--- config.mk ---
export PLATFORM = sky130hd
export DESIGN_NAME = orl_ram
export DESIGN_NICKNAME = d
export VERILOG_FILES = /design/src/orl_ram.sv
export SDC_FILE = /design/constraint.sdc
export NUM_CORES = 1
export LEC_CHECK = 0
export BUFFER_PORTS_ARGS = -buffer_cell sky130_fd_sc_hd__clkbuf_2
export CORE_UTILIZATION = 35
export DETAILED_ROUTE_END_ITERATION = 8
export HOLD_SLACK_MARGIN = 0.02
export PLACE_DENSITY = 0.56
export SETUP_SLACK_MARGIN = 0.2
export SKIP_LAST_GASP = 1
export SLEW_MARGIN = 20
export SYNTH_ARGS = -nofsm -noshare
export SYNTH_HDL_FRONTEND = slang
export SYNTH_SLANG_ARGS = --single-unit
export TNS_END_PERCENT = 1
--- constraint.sdc ---
create_clock -name clk_i -period 1.6 [get_ports clk_i]
set_clock_uncertainty 0.05 [all_clocks]
set_input_delay 0.24 -clock clk_i [delete_from_list [all_inputs] [get_ports clk_i]]
set_output_delay 0.24 -clock clk_i [all_outputs]
set_load 0.02 [all_outputs]
--- src/orl_ram.sv ---
// Generic single-port-write, single-port-read RAM with registered read data.
module orl_ram #(
  parameter int unsigned WIDTH = 8,
  parameter int unsigned DEPTH = 16
) (
  input  logic                                      clk_i,
  input  logic                                      we_i,
  input  logic [((DEPTH > 1) ? $clog2(DEPTH) : 1)-1:0] waddr_i,
  input  logic [WIDTH-1:0]                          wdata_i,
  input  logic                                      re_i,
  input  logic [((DEPTH > 1) ? $clog2(DEPTH) : 1)-1:0] raddr_i,
  output logic [WIDTH-1:0]                          rdata_o
);

  logic [WIDTH-1:0] mem_q [DEPTH];
  logic [WIDTH-1:0] rdata_q;

  always_ff @(posedge clk_i) begin
    if (we_i) begin
      mem_q[waddr_i] <= wdata_i;
    end
    if (re_i) begin
      rdata_q <= mem_q[raddr_i];
    end
  end

  assign rdata_o = rdata_q;

endmodule

# Word-level counts from Yosys, hierarchy flattened
# Memory sizes are Yosys's and may differ from the RTL's. A register that Yosys moved wholly into a read port is not among the register bits.
# Index checks and enable logic that the tools add are counted.
# word_totals
ff_bits,0
ramBits,128
input_bits,19
out_inout_bits,8
word_cells,3
n_memories,1
# op_classes
muxes,2
# memory_table
name,depth,width,rd,rd_ports_with_merged_regs,write_ports,line,text
mem_q,16,8,1,1,1,15,logic [WIDTH-1:0] mem_q [DEPTH];
# op_table
op,count
$mux W1,2

# Depth between registers and ports, before layout
# depth
word_depth,2
depth_mapped,5
mapped_depth_nobuf,3

# Worst setup path after synthesis
# Ideal clock, no wire load.
# synth_timing
path_type,input to register
startpoint,input port waddr_i[2] (netlist bit)
endpoint,"memory mem_q[0][0], enable pin"
setup_ns,0.383
arrival_ns,1.350
required_time_ns,1.167
path_slack_ns,-0.183
stages,2
path_buffers,0
path_cell_list,or3b_2 > nor3_1
# synth_rtl
item,line,text
from (decl),8,"input logic [((DEPTH > 1) ? $clog2(DEPTH) : 1)-1:0] waddr_i,"
to (decl),15,
# Straight into the memory's write port.

==> qor.txt <==
Status: complete, no violations
Hold-fix buffers at CTS: 0
Synth Warn #: 0
Routed wire length: 10.1 mm
H-tree levels: 4
Setup bufs post-CTS: 0
Final Setup Violations: 0
Hold Path Origin: wdata_i[0]
Cells along the critical path: mux4_2 -> a22oi_2 -> nand2_1
Wire length on met2: 5.14 mm
Cell Pwr Density: 1330 mW/mm^2
WL met3: 506 um
Setup repair after global routing missed its margin: true
Fraction of layout cells with a size suffix above 1: 41.0%
CP max-delay cell: mux4_2
Hold Crit Depth: 1
Placed cell areas: 0.00578 sq mm
Tcrit/Tclk final: 92.5%
R2R depth: 3
Routed Antenna Nets: 0
Final core occ: 44.5%
CTS tree: done
Initial antenna violation count: 0
Critical Path Source Type: flop
DP Worst Slack: -0.333 ns
Number of fill cells: 1237
Gate Count Post-Synth: 229
DR top layer: met4
CP Buf/Inv Count: 0
Initial Util: 36.0%
Syn Area/Cell: 22.8 sq um
DRC: 0
Die X: 124 um
Layout Cell Area excl Fill: 0.00647 sq mm
Hold Crit Class: input pin to flop
Most frequent cells in the layout: 136 x edfxtp_1, 31 x mux4_2, 26 x clkbuf_2, 22 x buf_4, 17 x clkbuf_16
FMAX: 0.676 GHz
Vias in the first global route: 2608
Via count: 2459
Most common cell after layout, fill and taps aside: edfxtp_1
Total CTS buffers: 17
Final hold violations: 0
Clock Latency Late Sink: 0.41 ns
Seq/Total Area, Yosys: 78.1%
Vias per cell: 5.01
Final nets: 313
Met1 wire length: 4.41 mm
CP peak stage delay: 0.50 ns
Remaining global-route overflow: 0
CTS root buf: clkbuf_16
Post-Syn Area: 0.00523 sq mm
1st-iter DRT viols: 232
Slew margin rel.: 42.0%
Rows: 44
Crit path max fanout: 1
Total stage count of the critical path: 3
Peak supply drop: 0.000752 V
Overall Global Routing Usage: 14.4%
Core region area: 0.0145 sq mm
Synth Register Bits: 136
Clock tree buffer depth: 2
Min Tclk post-route: 1.48 ns
Synth Net Count: 248
First-pass GRT wire length: 15.7 mm
Port Buf Inserts: 26
Drt pass-1 iters: 4
Largest net degree at the start of global routing: 21
CP Class: flop to flop
Critical Path RT: 1.70 ns
CP delay by family, top: multiplexers
Clock sink total: 136
Die ar.: 0.0154 sq mm
CP Data Arrival Time: 1.58 ns
Worst setup margin: 0.120 ns
WL/cell: 20.7 um
Tightest Pin Transition: 0.867 ns
Die Y-Extent: 124 um
Leak: 2.15 nW
Max Cap Viol: 0
Clock transition at the registers of the reported paths: 0.06 ns
Max-slew violations: 0
Worst setup path start: mem_q[3][6]
DPL Wire Length: 6.53 mm
Synthesis-to-layout area growth: 23.8%
Worst r2r src: mem_q[3][6]
I/O pin total: 27
Crit end category: flop
GPL Wtd Cong: 0.720
Yosys cell types: 18
Ant. Diodes: 0
where the power goes:
| part | switching (mW) | internal, mW |
|---|---|---|
| clock network | 1.40 | 2.74 |
| logic | 0.246 | 0.197 |
| registers | 0.0200 | 4.02 |
through the flow:
| stage | TNS (ns) | hold slack (ns) | cells | power [mW] |
|---|---|---|---|---|
| 4_1_cts | 0 | 0.183 | 491 | 8.68 |
| 5_1_grt | 0 | 0.197 | 491 | 8.86 |
| 3_5_place_dp | -1.94 | 0.617 | 458 | 4.54 |
| 6_report | 0 | 0.194 | 491 | 8.62 |
| 2_1_floorplan | 0 | 0.289 | 229 | 4.35 |
| 3_3_place_gp | -1.77 | 0.608 | 458 | 4.54 |
flip-flops by register name (all words and copies together) (netlist names):
name and count:
mem_q 128, rdata_o 8
cell usage after synthesis, drive strengths merged:
| library cell | instances | area [sq um] |
|---|---|---|
| nor2b | 1 | 6.26 |
| nand3 | 1 | 5.00 |
| nor3 | 4 | 20.0 |
| edfxtp | 136 | 4080 |
| and2 | 1 | 6.26 |
| nand2b | 2 | 12.5 |
| and2b | 1 | 7.51 |
| mux4 | 32 | 773 |
| or3b | 1 | 8.76 |
| clkdlybuf4s25 | 3 | 30.0 |
| nor2 | 13 | 48.8 |
| nand3b | 2 | 15.0 |
| nand2 | 9 | 33.8 |
| buf | 7 | 56.3 |
| a22oi | 16 | 120 |
path summary, 6_finish.rpt:
kind / end / slack (ns)
setup / recovery: rdata_o[6] / 0.12
hold / removal: mem_q[6][0] / 0.19
setup reg to reg: rdata_o[6] / 0.12
hold reg to reg: rdata_o[1] / 0.70
layer usage:
layer | vias up | GRT usage (%)
met2 | 80 | 23.4
met3 | 10 | 4.22
li1 | 1097 | -
met5 | - | 0
met4 | 0 | 5.74
met1 | 1272 | 18.1
worst reg2reg max path, stage by stage, from the launching register on:
cell	delay, ns
edfxtp_1	0.37
mux4_2	0.50
a22oi_2	0.22
nand2_1	0.09
cell type report:
type	count	area [sq um]	area share (%)
sequential	136	4080	63.1
multi-input combinational	83	1060	16.3
tap	184	230	3.56
clock inverter	14	205	3.17
timing repair buffer	56	468	7.23
clock buffer	18	429	6.63
kinds of logic after synthesis:
family	Yosys count	share of synthesized area [%]
flip-flops	136	78.1
AND/OR/NAND/NOR	35	3.14
multiplexers	32	14.8
AO/OA/AOI/OAI	16	2.30
buffers and inverters	10	1.65
what timing repair did:
item	CTS	global route
gates resized for setup	6	0
gates cloned	1	0
endpoints found under the hold margin	0	0
endpoints found under the setup margin	8	8
Power figures use the tool's default switching activity.
