File: src/orl_pkg.sv
// Shared types, codes and sizes of the ordered record list.
package orl_pkg;

  localparam int unsigned CAPACITY = 64;
  localparam int unsigned AW = (CAPACITY > 1) ? $clog2(CAPACITY) : 1;
  localparam int unsigned CW = $clog2(CAPACITY + 1);

  typedef enum logic [1:0] {
    REQ_INS_FRONT = 2'd0,
    REQ_INS_BACK  = 2'd1,
    REQ_REMOVE    = 2'd2,
    REQ_UNKNOWN   = 2'd3
  } req_e;

  typedef enum logic [1:0] {
    ST_OK        = 2'd0,
    ST_NOT_FOUND = 2'd1,
    ST_FULL      = 2'd2,
    ST_INVALID   = 2'd3
  } status_e;

  typedef enum logic [2:0] {
    S_IDLE,
    S_SHIFT_RD,
    S_SHIFT_WR,
    S_HEAD_WR,
    S_SEARCH_RD,
    S_SEARCH_CMP,
    S_LIST_RD,
    S_LIST_OUT
  } state_e;

  typedef struct packed {
    logic signed [31:0] key;
    logic [63:0]        name;
  } rec_t;

  typedef struct packed {
    logic          we;
    logic [AW-1:0] waddr;
    rec_t          wdata;
    logic          re;
    logic [AW-1:0] raddr;
  } ram_req_t;

  typedef struct packed {
    status_e       status;
    logic [CW-1:0] list_length;
    logic          valid;
    logic [AW-1:0] pos;
    rec_t          rec;
    logic          last;
  } result_t;

endpackage

File: src/orl_ctrl.sv
// Sequencer that searches, shifts and lists the records through one RAM port pair.
module orl_ctrl (
  input  logic               clk_i,
  input  logic               rst_ni,
  input  logic               in_valid_i,
  output logic               in_stall_o,
  input  orl_pkg::req_e      req_i,
  input  logic signed [31:0] key_i,
  input  logic [63:0]        name_i,
  output orl_pkg::ram_req_t  ram_o,
  input  orl_pkg::rec_t      rdata_i,
  output logic               res_valid_o,
  input  logic               res_ready_i,
  output orl_pkg::result_t   res_o
);
  import orl_pkg::*;

  state_e             state_q, state_d;
  logic [AW-1:0]      idx_q, idx_d;
  logic [CW-1:0]      count_q, count_d;
  req_e               req_q, req_d;
  logic signed [31:0] key_q, key_d;
  logic [63:0]        name_q, name_d;
  status_e            status_q, status_d;
  logic               idx_at_end;

  assign idx_at_end = (CW'(idx_q) == count_q - CW'(1));
  assign in_stall_o = (state_q != S_IDLE);

  always_ff @(posedge clk_i or negedge rst_ni) begin
    if (!rst_ni) begin
      state_q  <= S_IDLE;
      count_q  <= '0;
      idx_q    <= '0;
      req_q    <= REQ_UNKNOWN;
      status_q <= ST_OK;
    end else begin
      state_q  <= state_d;
      count_q  <= count_d;
      idx_q    <= idx_d;
      req_q    <= req_d;
      status_q <= status_d;
    end
  end

  always_ff @(posedge clk_i) begin
    key_q  <= key_d;
    name_q <= name_d;
  end

  always_comb begin
    state_d  = state_q;
    idx_d    = idx_q;
    count_d  = count_q;
    req_d    = req_q;
    key_d    = key_q;
    name_d   = name_q;
    status_d = status_q;

    ram_o.we    = 1'b0;
    ram_o.waddr = idx_q;
    ram_o.wdata = rdata_i;
    ram_o.re    = 1'b0;
    ram_o.raddr = idx_q;

    res_valid_o       = 1'b0;
    res_o.status      = status_q;
    res_o.list_length = count_q;
    res_o.valid       = 1'b1;
    res_o.pos         = idx_q;
    res_o.rec         = rdata_i;
    res_o.last        = idx_at_end;

    case (state_q)
      S_IDLE: begin
        if (in_valid_i) begin
          req_d    = req_i;
          key_d    = key_i;
          name_d   = name_i;
          status_d = ST_OK;
          idx_d    = '0;
          case (req_i)
            REQ_INS_FRONT, REQ_INS_BACK: begin
              if (count_q == CW'(CAPACITY)) begin
                status_d = ST_FULL;
                state_d  = S_LIST_RD;
              end else if (req_i == REQ_INS_BACK || count_q == '0) begin
                ram_o.we    = 1'b1;
                ram_o.waddr = AW'(count_q);
                ram_o.wdata = '{key: key_i, name: name_i};
                count_d     = count_q + CW'(1);
                state_d     = S_LIST_RD;
              end else begin
                idx_d   = AW'(count_q - CW'(1));
                state_d = S_SHIFT_RD;
              end
            end
            REQ_REMOVE: begin
              if (count_q == '0) begin
                status_d = ST_NOT_FOUND;
                state_d  = S_LIST_OUT;
              end else begin
                state_d = S_SEARCH_RD;
              end
            end
            default: begin
              status_d = ST_INVALID;
              state_d  = S_LIST_OUT;
            end
          endcase
        end
      end

      S_SEARCH_RD: begin
        ram_o.re = 1'b1;
        state_d  = S_SEARCH_CMP;
      end

      S_SEARCH_CMP: begin
        if (rdata_i.key == key_q) begin
          if (idx_at_end) begin
            count_d = count_q - CW'(1);
            idx_d   = '0;
            state_d = (count_d == '0) ? S_LIST_OUT : S_LIST_RD;
          end else begin
            idx_d   = idx_q + AW'(1);
            state_d = S_SHIFT_RD;
          end
        end else if (idx_at_end) begin
          status_d = ST_NOT_FOUND;
          idx_d    = '0;
          state_d  = S_LIST_RD;
        end else begin
          idx_d   = idx_q + AW'(1);
          state_d = S_SEARCH_RD;
        end
      end

      S_SHIFT_RD: begin
        ram_o.re = 1'b1;
        state_d  = S_SHIFT_WR;
      end

      S_SHIFT_WR: begin
        ram_o.we = 1'b1;
        if (req_q == REQ_INS_FRONT) begin
          ram_o.waddr = idx_q + AW'(1);
          if (idx_q == '0) begin
            state_d = S_HEAD_WR;
          end else begin
            idx_d   = idx_q - AW'(1);
            state_d = S_SHIFT_RD;
          end
        end else begin
          ram_o.waddr = idx_q - AW'(1);
          if (idx_at_end) begin
            count_d = count_q - CW'(1);
            idx_d   = '0;
            state_d = S_LIST_RD;
          end else begin
            idx_d   = idx_q + AW'(1);
            state_d = S_SHIFT_RD;
          end
        end
      end

      S_HEAD_WR: begin
        ram_o.we    = 1'b1;
        ram_o.waddr = '0;
        ram_o.wdata = '{key: key_q, name: name_q};
        count_d     = count_q + CW'(1);
        idx_d       = '0;
        state_d     = S_LIST_RD;
      end

      S_LIST_RD: begin
        ram_o.re = 1'b1;
        state_d  = S_LIST_OUT;
      end

      S_LIST_OUT: begin
        res_valid_o = 1'b1;
        // An empty list or an unknown request gives one result with no entry.
        if (count_q == '0 || status_q == ST_INVALID) begin
          res_o.valid = 1'b0;
          res_o.pos   = '0;
          res_o.rec   = '0;
          res_o.last  = 1'b1;
        end
        if (res_ready_i) begin
          if (res_o.last) begin
            state_d = S_IDLE;
          end else begin
            idx_d   = idx_q + AW'(1);
            state_d = S_LIST_RD;
          end
        end
      end

      default: begin
        state_d = S_IDLE;
      end
    endcase
  end

endmodule
File: config.mk
export PLATFORM = sky130hd
export DESIGN_NAME = orl_ctrl
export DESIGN_NICKNAME = d
export VERILOG_FILES = /design/src/orl_pkg.sv /design/src/orl_ctrl.sv
export SDC_FILE = /design/constraint.sdc
export NUM_CORES = 1
export LEC_CHECK = 0
export CORE_MARGIN = 10
export CORE_UTILIZATION = 30
export CTS_BUF_LIST = sky130_fd_sc_hd__clkbuf_8
export CTS_CLUSTER_SIZE = 10
export DETAILED_ROUTE_END_ITERATION = 6
export DONT_BUFFER_PORTS = 1
export HOLD_SLACK_MARGIN = 0.03
export PLACE_DENSITY = 0.42
export SKIP_LAST_GASP = 1
export SLEW_MARGIN = 20
export SYNTH_ARGS = -nofsm -noshare
export SYNTH_HDL_FRONTEND = slang
export SYNTH_SLANG_ARGS = --single-unit
File: constraint.sdc
create_clock -name clk_i -period 6.4 [get_ports clk_i]
set_input_delay 1.92 -clock clk_i [delete_from_list [all_inputs] [get_ports clk_i]]
set_output_delay 1.92 -clock clk_i [all_outputs]
set_load 0.01 [all_outputs]
Word level (Yosys, flattened, before mapping)
Index checks and enable logic that the tools add are counted.
{ "word_totals": {"in_bits": 198, "output_inout_bits": 225, "reg_bits": 116, "elab_cells": 106} }
{ "op_classes": {"reduce_logical": 19, "muxes": 52, "n_addsub": 4, "eq_ne": 24} }
{ "op_table": {"columns": ["operator", "n"], "rows": [
  ["103-bit two-way mux", 4],
  ["104-bit two-way mux", 3],
  ["96-bit case mux with 2 select lines", 1],
  ["6-bit two-way mux", 10],
  ["7-bit two-way mux", 7],
  ["32-bit equality test", 1],
  ["6-bit case mux with 5 select lines", 1],
  ["7-bit case mux with 4 select lines", 1],
  ["3-bit two-way mux", 9],
  ["3-bit case mux with 8 select lines", 1],
  ["7-bit case mux with 3 select lines", 1],
  ["2-bit != test, second input constant", 9],
  ["7-bit logical NOT", 2],
  ["2-bit two-way mux", 7],
  ["3-bit equality test, second input constant", 4],
  ["2-bit case mux with 2 select lines", 2],
  ["7-bit by 1-bit adder with 7-bit output, second input constant", 1],
  ["6-bit by 7-bit equality test with 1-bit output", 1],
  ["7-bit equality test, second input constant", 1],
  ["7-bit AND reduction", 1],
  ["7-bit by 1-bit subtractor with 7-bit output, second input constant", 1],
  ["6-bit by 1-bit adder with 6-bit output, second input constant", 1],
  ["3-bit by 2-bit equality test with 1-bit output, second input constant", 2],
  ["6-bit logical NOT", 1],
  ["other kinds (20)", 27]
]} }

Depth between registers and ports, before layout
Gate-level depths: netlist (run 1).
{ "depth": {"word_depth": 7, "ltp_mapped": 11, "depth_no_buf": 8} }

Worst setup path after synthesis (run 1)
Ideal clock, no wire load.
{ "synth_path": {"path_type": "input port to output port", "startpoint": "in req_i[0]", "endpoint": "out ram_o[100] (netlist name)", "path_stages": 8, "n_path_buf": 3, "required_ps": 4480, "slack_ps": 1074, "t_arrival_ps": 3406, "cell_sequence": "o21ai_0 a211o_1 a211o_1 buf_2 buf_6 buf_6 a222oi_1 inv_1"} }
{ "synth_lines": {"columns": ["item", "line", "source"], "rows": [
  ["start, declared", "orl_ctrl.sv:7", "input orl_pkg::req_e req_i,"],
  ["end, declared", "orl_ctrl.sv:10", "output orl_pkg::ram_req_t ram_o,"]
]} }

==> impl_summary.txt, run 1 <==
----------------------------------------------------
[Routing]
  Total wire length ... 31880 um
  Count of vias placed by the detailed router ... 6520
  Initial drt markers ... 1043
  Remaining number of nets flagged by the antenna check after routing ... 0
  Vias per inst ... 6.065
  DRC violation count after routing ... 19
  Average wire per standard cell ... 29.66 um
  Number of detailed-routing iterations run before antenna repair ... 7

[GRT]
  Largest net degree at the start of global routing ... 97
  Overflow after GRT ... 0
  Antenna violations before repair ... 0
  Vias in the first global route ... 6639
  Global-route usage over all layers ... 0.1832
  Global-route wire length before repair ... 44630 um

[Pwr]
  PD cells ... 432.5 mW/mm2
  Switching portion of total power ... 0.4949
  Switching component of the power ... 1.759 mW
  Combinational Power Share ... 0.511
  Total power consumption of the routed design ... 3.555 mW
  Power share of the sequential group ... 0.310
  IR Drop Worst-Case VDD ... 0.2155 mV
  Internal power contribution ... 1.795 mW
  Cell leakage power ... 3.076 nW
  Portion of total power attributed to the clock network ... 0.179

[Min path]
  Worst-case hold path end point ... req_q[0]$_DFFE_PN1P_
  Depth of the worst hold-timing path ... 2
  Worst hold-check path type ... reg2reg
  Critical hold path startpoint ... req_q[0]$_DFFE_PN1P_

[Clock tree]
  CTS Buf Count ... 17
  Sink count of the clock tree ... 116
  Clock slew seen by the registers of the worst setup and hold paths ... 90 ps
  Later-pin clock latency in the skew report ... 440 ps
  H-tree lvl count ... 4
  Quantity of hold-fixing buffers added after cts ... 0
  Master cell of the clock root buffer ... sky130_fd_sc_hd__clkbuf_8
  CTS tree ... built
  Cts repair resizes ... 0
  Max clock buf depth ... 2
  Buffer count from post-CTS setup fixing ... 0

[Layout]
  Area taken by flip-flops and latches ... 0.003386 mm2
  Area of the multi-input gates ... 0.003542 mm2
  Final-stage net count ... 937
  Commonest non-fill, non-tap cell in the layout ... sky130_fd_sc_hd__inv_1
  Layout area overhead ... 7.865%
  Antenna Cells ... 0
  Most frequent cells in the layout ... 113 x sky130_fd_sc_hd__inv_1, 106 x sky130_fd_sc_hd__and2_1, 99 x sky130_fd_sc_hd__a222oi_1, 96 x sky130_fd_sc_hd__edfxtp_1, 40 x sky130_fd_sc_hd__xor2_1
  Filler cell count in the final layout ... 2617
  Share of cells above drive strength 1 ... 0.07919

[Worst setup path]
  Ordered cell list for the critical path ... nand2_1 -> a211o_1 -> a211o_4 -> a222oi_1 -> inv_1
  Slowest CP cell ... sky130_fd_sc_hd__a211o_4
  Register-to-Register Setup Slack ... 2350 ps
  Type of the worst setup path ... in2out
  Worst Path Max Fanout ... 96
  Worst path arrival time ... 4100 ps
  CP peak stage delay ... 630 ps
  Type of destination of the critical path ... primary output
  Launch point of the worst path ... in_valid_i
  Data required time of the worst path ... 4480 ps
  CP Launch Type ... input port
  Start of the worst register-to-register path ... count_q[0]$_DFFE_PN0P_
  Depth of the worst register-to-register path ... 8
  Capturing point of the worst reg2reg path ... idx_q[1]$_DFFE_PN0P_

[Yosys]
  Number of enable-type register cells in the synthesized netlist ... 96
  Count of yosys warnings during synthesis ... 0
  Synthesized netlist cell count ... 767
  Post-synthesis cell type count ... 65
  #FFs+latches synth ... 116
  Post-synthesis instance area ... 0.007620 mm2
  Share of synthesized area occupied by flip-flops and latches ... 0.4443
  Post-synthesis average cell area ... 9.935 um2
  Primary flip-flop cell chosen by synthesis mapping ... sky130_fd_sc_hd__edfxtp_1
  Post-synth ARST share ... 0.1724
  Synth Net Count ... 972

[Run status]
  Result of the run ... finished, violations left
  Violations in the final reports ... DRC

[Timing]
  Final min period ... 6019 ps
  Worst Hold Slack ... 474.8 ps
  Final TNS setup ... 0 ps
  Worst slew pin tran ... 1125 ps
  Hold Vio Cnt, Final ... 0
  Period utilization ... 0.9404
  Setup repair after global routing missed its margin ... no
  Worst rel slew slack ... 0.2501
  Max-slew violation count ... 0
  Total setup violations reported at the end of the flow ... 0
  F_max ... 166.2 MHz
  Layout Skew ... 22.85 ps

[Placed design]
  Placer Congestion ... 0.8900
  Total half-perimeter wirelength after legalization and detailed placement ... 24560 um
  Input/output buffers ... 0

[Floorplanning]
  DIE HEIGHT ... 179.4 um
  Width of the die ... 179.4 um
  Total core area ... 0.02511 mm2
  Die Outline Area ... 0.03217 mm2
  Standard-cell row count ... 58
  Number of placed I/O pins ... 423
  Initial standard-cell utilization of the core ... 0.3035

[Job]
  Total of max-cap violations ... 0

----------------------------------------------------
==> metal layers <==
layer / track usage / routed length [um] / share of wire / up-vias
met3: 0.07921 / 4019 / 0.13 / 35
li1: - / - / - / 2829
met5: 0 / 0 / 0 / -
met1: 0.2118 / 11520 / 0.36 / 3212
met4: 0.05945 / 735 / 0.023 / 0
met2: 0.2999 / 15610 / 0.49 / 444
==> cell usage after synthesis, types with 3 or more instances <==
cell / n / share of area
sky130_fd_sc_hd__inv_1: 114 / 0.056
sky130_fd_sc_hd__a222oi_1: 99 / 0.13
sky130_fd_sc_hd__a211o_1: 3 / 0.0034
sky130_fd_sc_hd__buf_6: 6 / 0.0089
sky130_fd_sc_hd__nand4_1: 5 / 0.0041
sky130_fd_sc_hd__o31ai_1: 5 / 0.0049
sky130_fd_sc_hd__nor3_1: 11 / 0.0072
sky130_fd_sc_hd__clkbuf_1: 50 / 0.025
sky130_fd_sc_hd__xnor2_1: 17 / 0.020
sky130_fd_sc_hd__o22ai_1: 10 / 0.0082
sky130_fd_sc_hd__and2_1: 106 / 0.087
sky130_fd_sc_hd__nor4_1: 19 / 0.016
sky130_fd_sc_hd__dfrtp_1: 18 / 0.059
sky130_fd_sc_hd__o31a_1: 3 / 0.0034
sky130_fd_sc_hd__edfxtp_1: 96 / 0.38
sky130_fd_sc_hd__buf_2: 7 / 0.0046
sky130_fd_sc_hd__o221ai_1: 3 / 0.0034
sky130_fd_sc_hd__nand2_1: 28 / 0.014
sky130_fd_sc_hd__o21ai_0: 11 / 0.0072
sky130_fd_sc_hd__nand3_1: 14 / 0.0092
sky130_fd_sc_hd__xor2_1: 40 / 0.046
sky130_fd_sc_hd__or3b_2: 3 / 0.0034
sky130_fd_sc_hd__o22a_1: 3 / 0.0034
sky130_fd_sc_hd__or3_1: 3 / 0.0025
sky130_fd_sc_hd__o311ai_0: 4 / 0.0046
sky130_fd_sc_hd__a21oi_1: 7 / 0.0046
sky130_fd_sc_hd__and3_1: 5 / 0.0041
sky130_fd_sc_hd__nor2_1: 18 / 0.0089
sky130_fd_sc_hd__or2_2: 3 / 0.0025
sky130_fd_sc_hd__ha_1: 7 / 0.011
==> per-stage QoR <==
stage | instances | instance area, um2 | setup slack (ps) | util
CTS | 1075 | 8219 | 420.3 | 0.3273
detailed placement | 1043 | 7866 | 416.4 | 0.3133
global route | 1075 | 8219 | 254.6 | 0.3273
finish | 1075 | 8219 | 381.5 | 0.3273
global placement | 1043 | 7866 | 431.2 | 0.3133
floorplan | 767 | 7620 | 1074 | -
==> layout make-up <==
cell class,count,share of cell area
clock buffer,17,0.02847
clock inverter,15,0.01446
inverter,114,0.05237
multi-input combinational,472,0.4310
sequential,116,0.4119
tap,330,0.05024
timing repair buffer,11,0.01157
==> how the worst max path moves through the flow <==
stage / endpoint / slack (ps) / cells after the start
floorplan: ram_o[100] / 1070 / 8
global placement: ram_o[45] / 430 / 5
detailed placement: ram_o[47] / 420 / 5
CTS: ram_o[47] / 420 / 5
global route: ram_o[45] / 250 / 5
finish: ram_o[45] / 380 / 5
==> critical path: cells and delay by family <==
family	cells	cell delay, ps
buffers and inverters	1	170
AND/OR/NAND/NOR	1	190
AO/OA/AOI/OAI	3	1650
==> cell families (layout without fill, tap and decap cells) <==
kind of cell,count (synthesis),after routing,share of synthesized area
simple gates,228,228,0.1721
mux,3,3,0.004269
compound gates,176,176,0.2036
buf+inv,179,157,0.09573
flops,116,116,0.4443
fa+ha+maj,7,7,0.01149
xor+xnor,58,58,0.06847
==> flip-flops by register name, summed over array words and instances, names as in the netlist <==
signal / count
status_q: 2
name_q: 64
key_q: 32
state_q: 3
idx_q: 6
count_q: 7
req_q: 2
==> power groups by stage <==
| stage | Clock (mW) | Sequential (mW) | Combinational, mW |
|---|---|---|---|
| after global routing | 0.703 | 1.12 | 1.98 |
| after detailed placement | 0 | 1.12 | 1.83 |
| final | 0.636 | 1.10 | 1.82 |
| after global placement | 0 | 1.12 | 1.83 |
| after CTS | 0.664 | 1.10 | 1.84 |
| after floorplan | 0 | 1.01 | 1.50 |
Note: power is estimated with default switching activity, not from simulation.
==> run 2, diff against run 1 <==
--- a/config.mk
+++ b/config.mk
@@ -5,14 +5,14 @@
 export SDC_FILE = /design/constraint.sdc
 export NUM_CORES = 1
 export LEC_CHECK = 0
-export CORE_MARGIN = 10
-export CORE_UTILIZATION = 30
+export CORE_AREA = 10 10 158 160
 export CTS_BUF_LIST = sky130_fd_sc_hd__clkbuf_8
 export CTS_CLUSTER_SIZE = 10
 export DETAILED_ROUTE_END_ITERATION = 6
+export DIE_AREA = 0 0 168 170
 export DONT_BUFFER_PORTS = 1
 export HOLD_SLACK_MARGIN = 0.03
-export PLACE_DENSITY = 0.42
+export PLACE_DENSITY = 0.47
 export SKIP_LAST_GASP = 1
 export SLEW_MARGIN = 20
 export SYNTH_ARGS = -nofsm -noshare
==> impl_summary.txt, run 2 (synthesized netlist as in run 1, its figures left out) <==
----------------------------------------------------
[Floorplanning]
  DIE HEIGHT ... 170 um
  Initial standard-cell utilization of the core ... 0.3513
  Standard-cell row count ... 54
  Total core area ... 0.02169 mm2
  Number of placed I/O pins ... 423
  Die Outline Area ... 0.02856 mm2
  Width of the die ... 168 um

[Clock tree]
  CTS Buf Count ... 17
  Quantity of hold-fixing buffers added after cts ... 0
  Buffer count from post-CTS setup fixing ... 0
  Cts repair resizes ... 0
  CTS tree ... built
  H-tree lvl count ... 4
  Later-pin clock latency in the skew report ... 440 ps
  Clock slew seen by the registers of the worst setup and hold paths ... 90 ps
  Master cell of the clock root buffer ... sky130_fd_sc_hd__clkbuf_8
  Sink count of the clock tree ... 116
  Max clock buf depth ... 2

[Job]
  Total of max-cap violations ... 0

[GRT]
  Antenna violations before repair ... 1
  Overflow after GRT ... 0
  Vias in the first global route ... 6619
  Global-route usage over all layers ... 0.2062
  Global-route wire length before repair ... 45950 um
  Largest net degree at the start of global routing ... 63

[Placed design]
  Placer Congestion ... 0.9168
  Input/output buffers ... 0
  DP Area ... 0.007861 mm2
  Total half-perimeter wirelength after legalization and detailed placement ... 24870 um
  Worst setup slack after placement ... 535.0 ps

[Worst setup path]
  Start of the worst register-to-register path ... count_q[0]$_DFFE_PN0P_
  CP Launch Type ... input port
  Depth of the worst register-to-register path ... 8
  Worst Path Max Fanout ... 50
  Worst path arrival time ... 3960 ps
  Capturing point of the worst reg2reg path ... idx_q[1]$_DFFE_PN0P_
  Data required time of the worst path ... 4480 ps
  Type of the worst setup path ... in2out
  Register-to-Register Setup Slack ... 2350 ps
  Type of destination of the critical path ... primary output

[Routing]
  Number of detailed-routing iterations run before antenna repair ... 7
  Initial drt markers ... 1098
  Count of vias placed by the detailed router ... 6623
  Total wire length ... 31960 um
  Remaining number of nets flagged by the antenna check after routing ... 0
  Average wire per standard cell ... 31.00 um
  Vias per inst ... 6.424
  DRC violation count after routing ... 12

[Min path]
  Worst hold-check path type ... reg2reg
  Critical hold path startpoint ... req_q[0]$_DFFE_PN1P_
  Depth of the worst hold-timing path ... 2
  Worst-case hold path end point ... req_q[0]$_DFFE_PN1P_

[Timing]
  Worst slew pin tran ... 1006 ps
  Setup repair after global routing missed its margin ... no
  Final min period ... 5884 ps
  F_max ... 170.0 MHz
  Max-slew violation count ... 0
  Final TNS setup ... 0 ps
  Layout Skew ... 23.16 ps
  Final setup margin ... 516.2 ps
  Total setup violations reported at the end of the flow ... 0
  Worst Hold Slack ... 483.1 ps
  Period utilization ... 0.9193
  Worst rel slew slack ... 0.3234
  Hold Vio Cnt, Final ... 0

[Layout]
  Share of cells above drive strength 1 ... 0.08788
  Antenna Cells ... 0
  Largest register by flop count ... name_q
  Filler cell count in the final layout ... 2197
  Area of all placed cells without fillers ... 0.008262 mm2
  End-of-flow core utilization ... 0.3809
  Layout area overhead ... 8.424%
  Number of flip-flops in the largest register ... 64
  Most frequent cells in the layout ... 113 x sky130_fd_sc_hd__inv_1, 106 x sky130_fd_sc_hd__and2_1, 99 x sky130_fd_sc_hd__a222oi_1, 96 x sky130_fd_sc_hd__edfxtp_1, 40 x sky130_fd_sc_hd__xor2_1
  Final-stage net count ... 943
  Leading registers by flop count ... name_q (64), key_q (32), count_q (7)
  Commonest non-fill, non-tap cell in the layout ... sky130_fd_sc_hd__inv_1

[Pwr]
  Cell leakage power ... 3.140 nW
  PD cells ... 443.4 mW/mm2
  IR Drop Worst-Case VDD ... 0.1577 mV

[Run status]
  Violations in the final reports ... DRC
  Result of the run ... finished, violations left

----------------------------------------------------
[run 2: worst max-delay path, cell delays in order]
cell and delay, ps:
sky130_fd_sc_hd__o21ai_0 180, sky130_fd_sc_hd__a211o_1 400, sky130_fd_sc_hd__a211o_4 570, sky130_fd_sc_hd__buf_12 280, sky130_fd_sc_hd__a222oi_1 380, sky130_fd_sc_hd__inv_1 150
[run 2: area by class of cell]
cell class                      count  area (um2)  share of cell area
Clock inverter                     15       166.4             0.02014
Timing Repair Buffer               17       152.6             0.01848
Tap cell                          280       350.3             0.04240
Clock buffer                       17       234.0             0.02832
Multi-Input combinational cell    472        3542              0.4287
Inverter                          114       430.4             0.05210
Sequential cell                   116        3386              0.4098
[run 2: metal layers]
metal	share of wire	vias up	global-route usage	routed length, um
met3	0.13	38	0.08708	4044
met1	0.37	3267	0.2451	11720
met4	0.024	0	0.06548	783
met5	0	-	0	0
met2	0.48	473	0.3312	15410
li1	-	2845	-	-
[run 2: worst max-delay path by stage]
stage / from / slack [ps] / cells after the start / end
2_1_floorplan: req_i[0] / 1070 / 8 / ram_o[100]
3_3_place_gp: req_i[0] / 640 / 6 / ram_o[65]
3_5_place_dp: req_i[0] / 530 / 6 / ram_o[87]
4_1_cts: req_i[0] / 530 / 6 / ram_o[87]
5_1_grt: req_i[0] / 390 / 6 / ram_o[60]
6_report: req_i[0] / 520 / 6 / ram_o[85]
[run 2: power breakdown]
part	leakage [nW]	switching [mW]	total (mW)	internal, mW
logic	1.83	1.23	1.84	0.613
registers	1.11	0.181	1.10	0.923
clock network	0.200	0.361	0.717	0.356
total	3.14	1.77	3.66	1.89
[run 2: through the flow]
step | total power, mW | std cells
final | 3.663 | 1031
after global routing | 3.892 | 1031
after CTS | 3.689 | 1031
after detailed placement | 2.956 | 999
after global placement | 2.942 | 999
after floorplan | 2.514 | 767
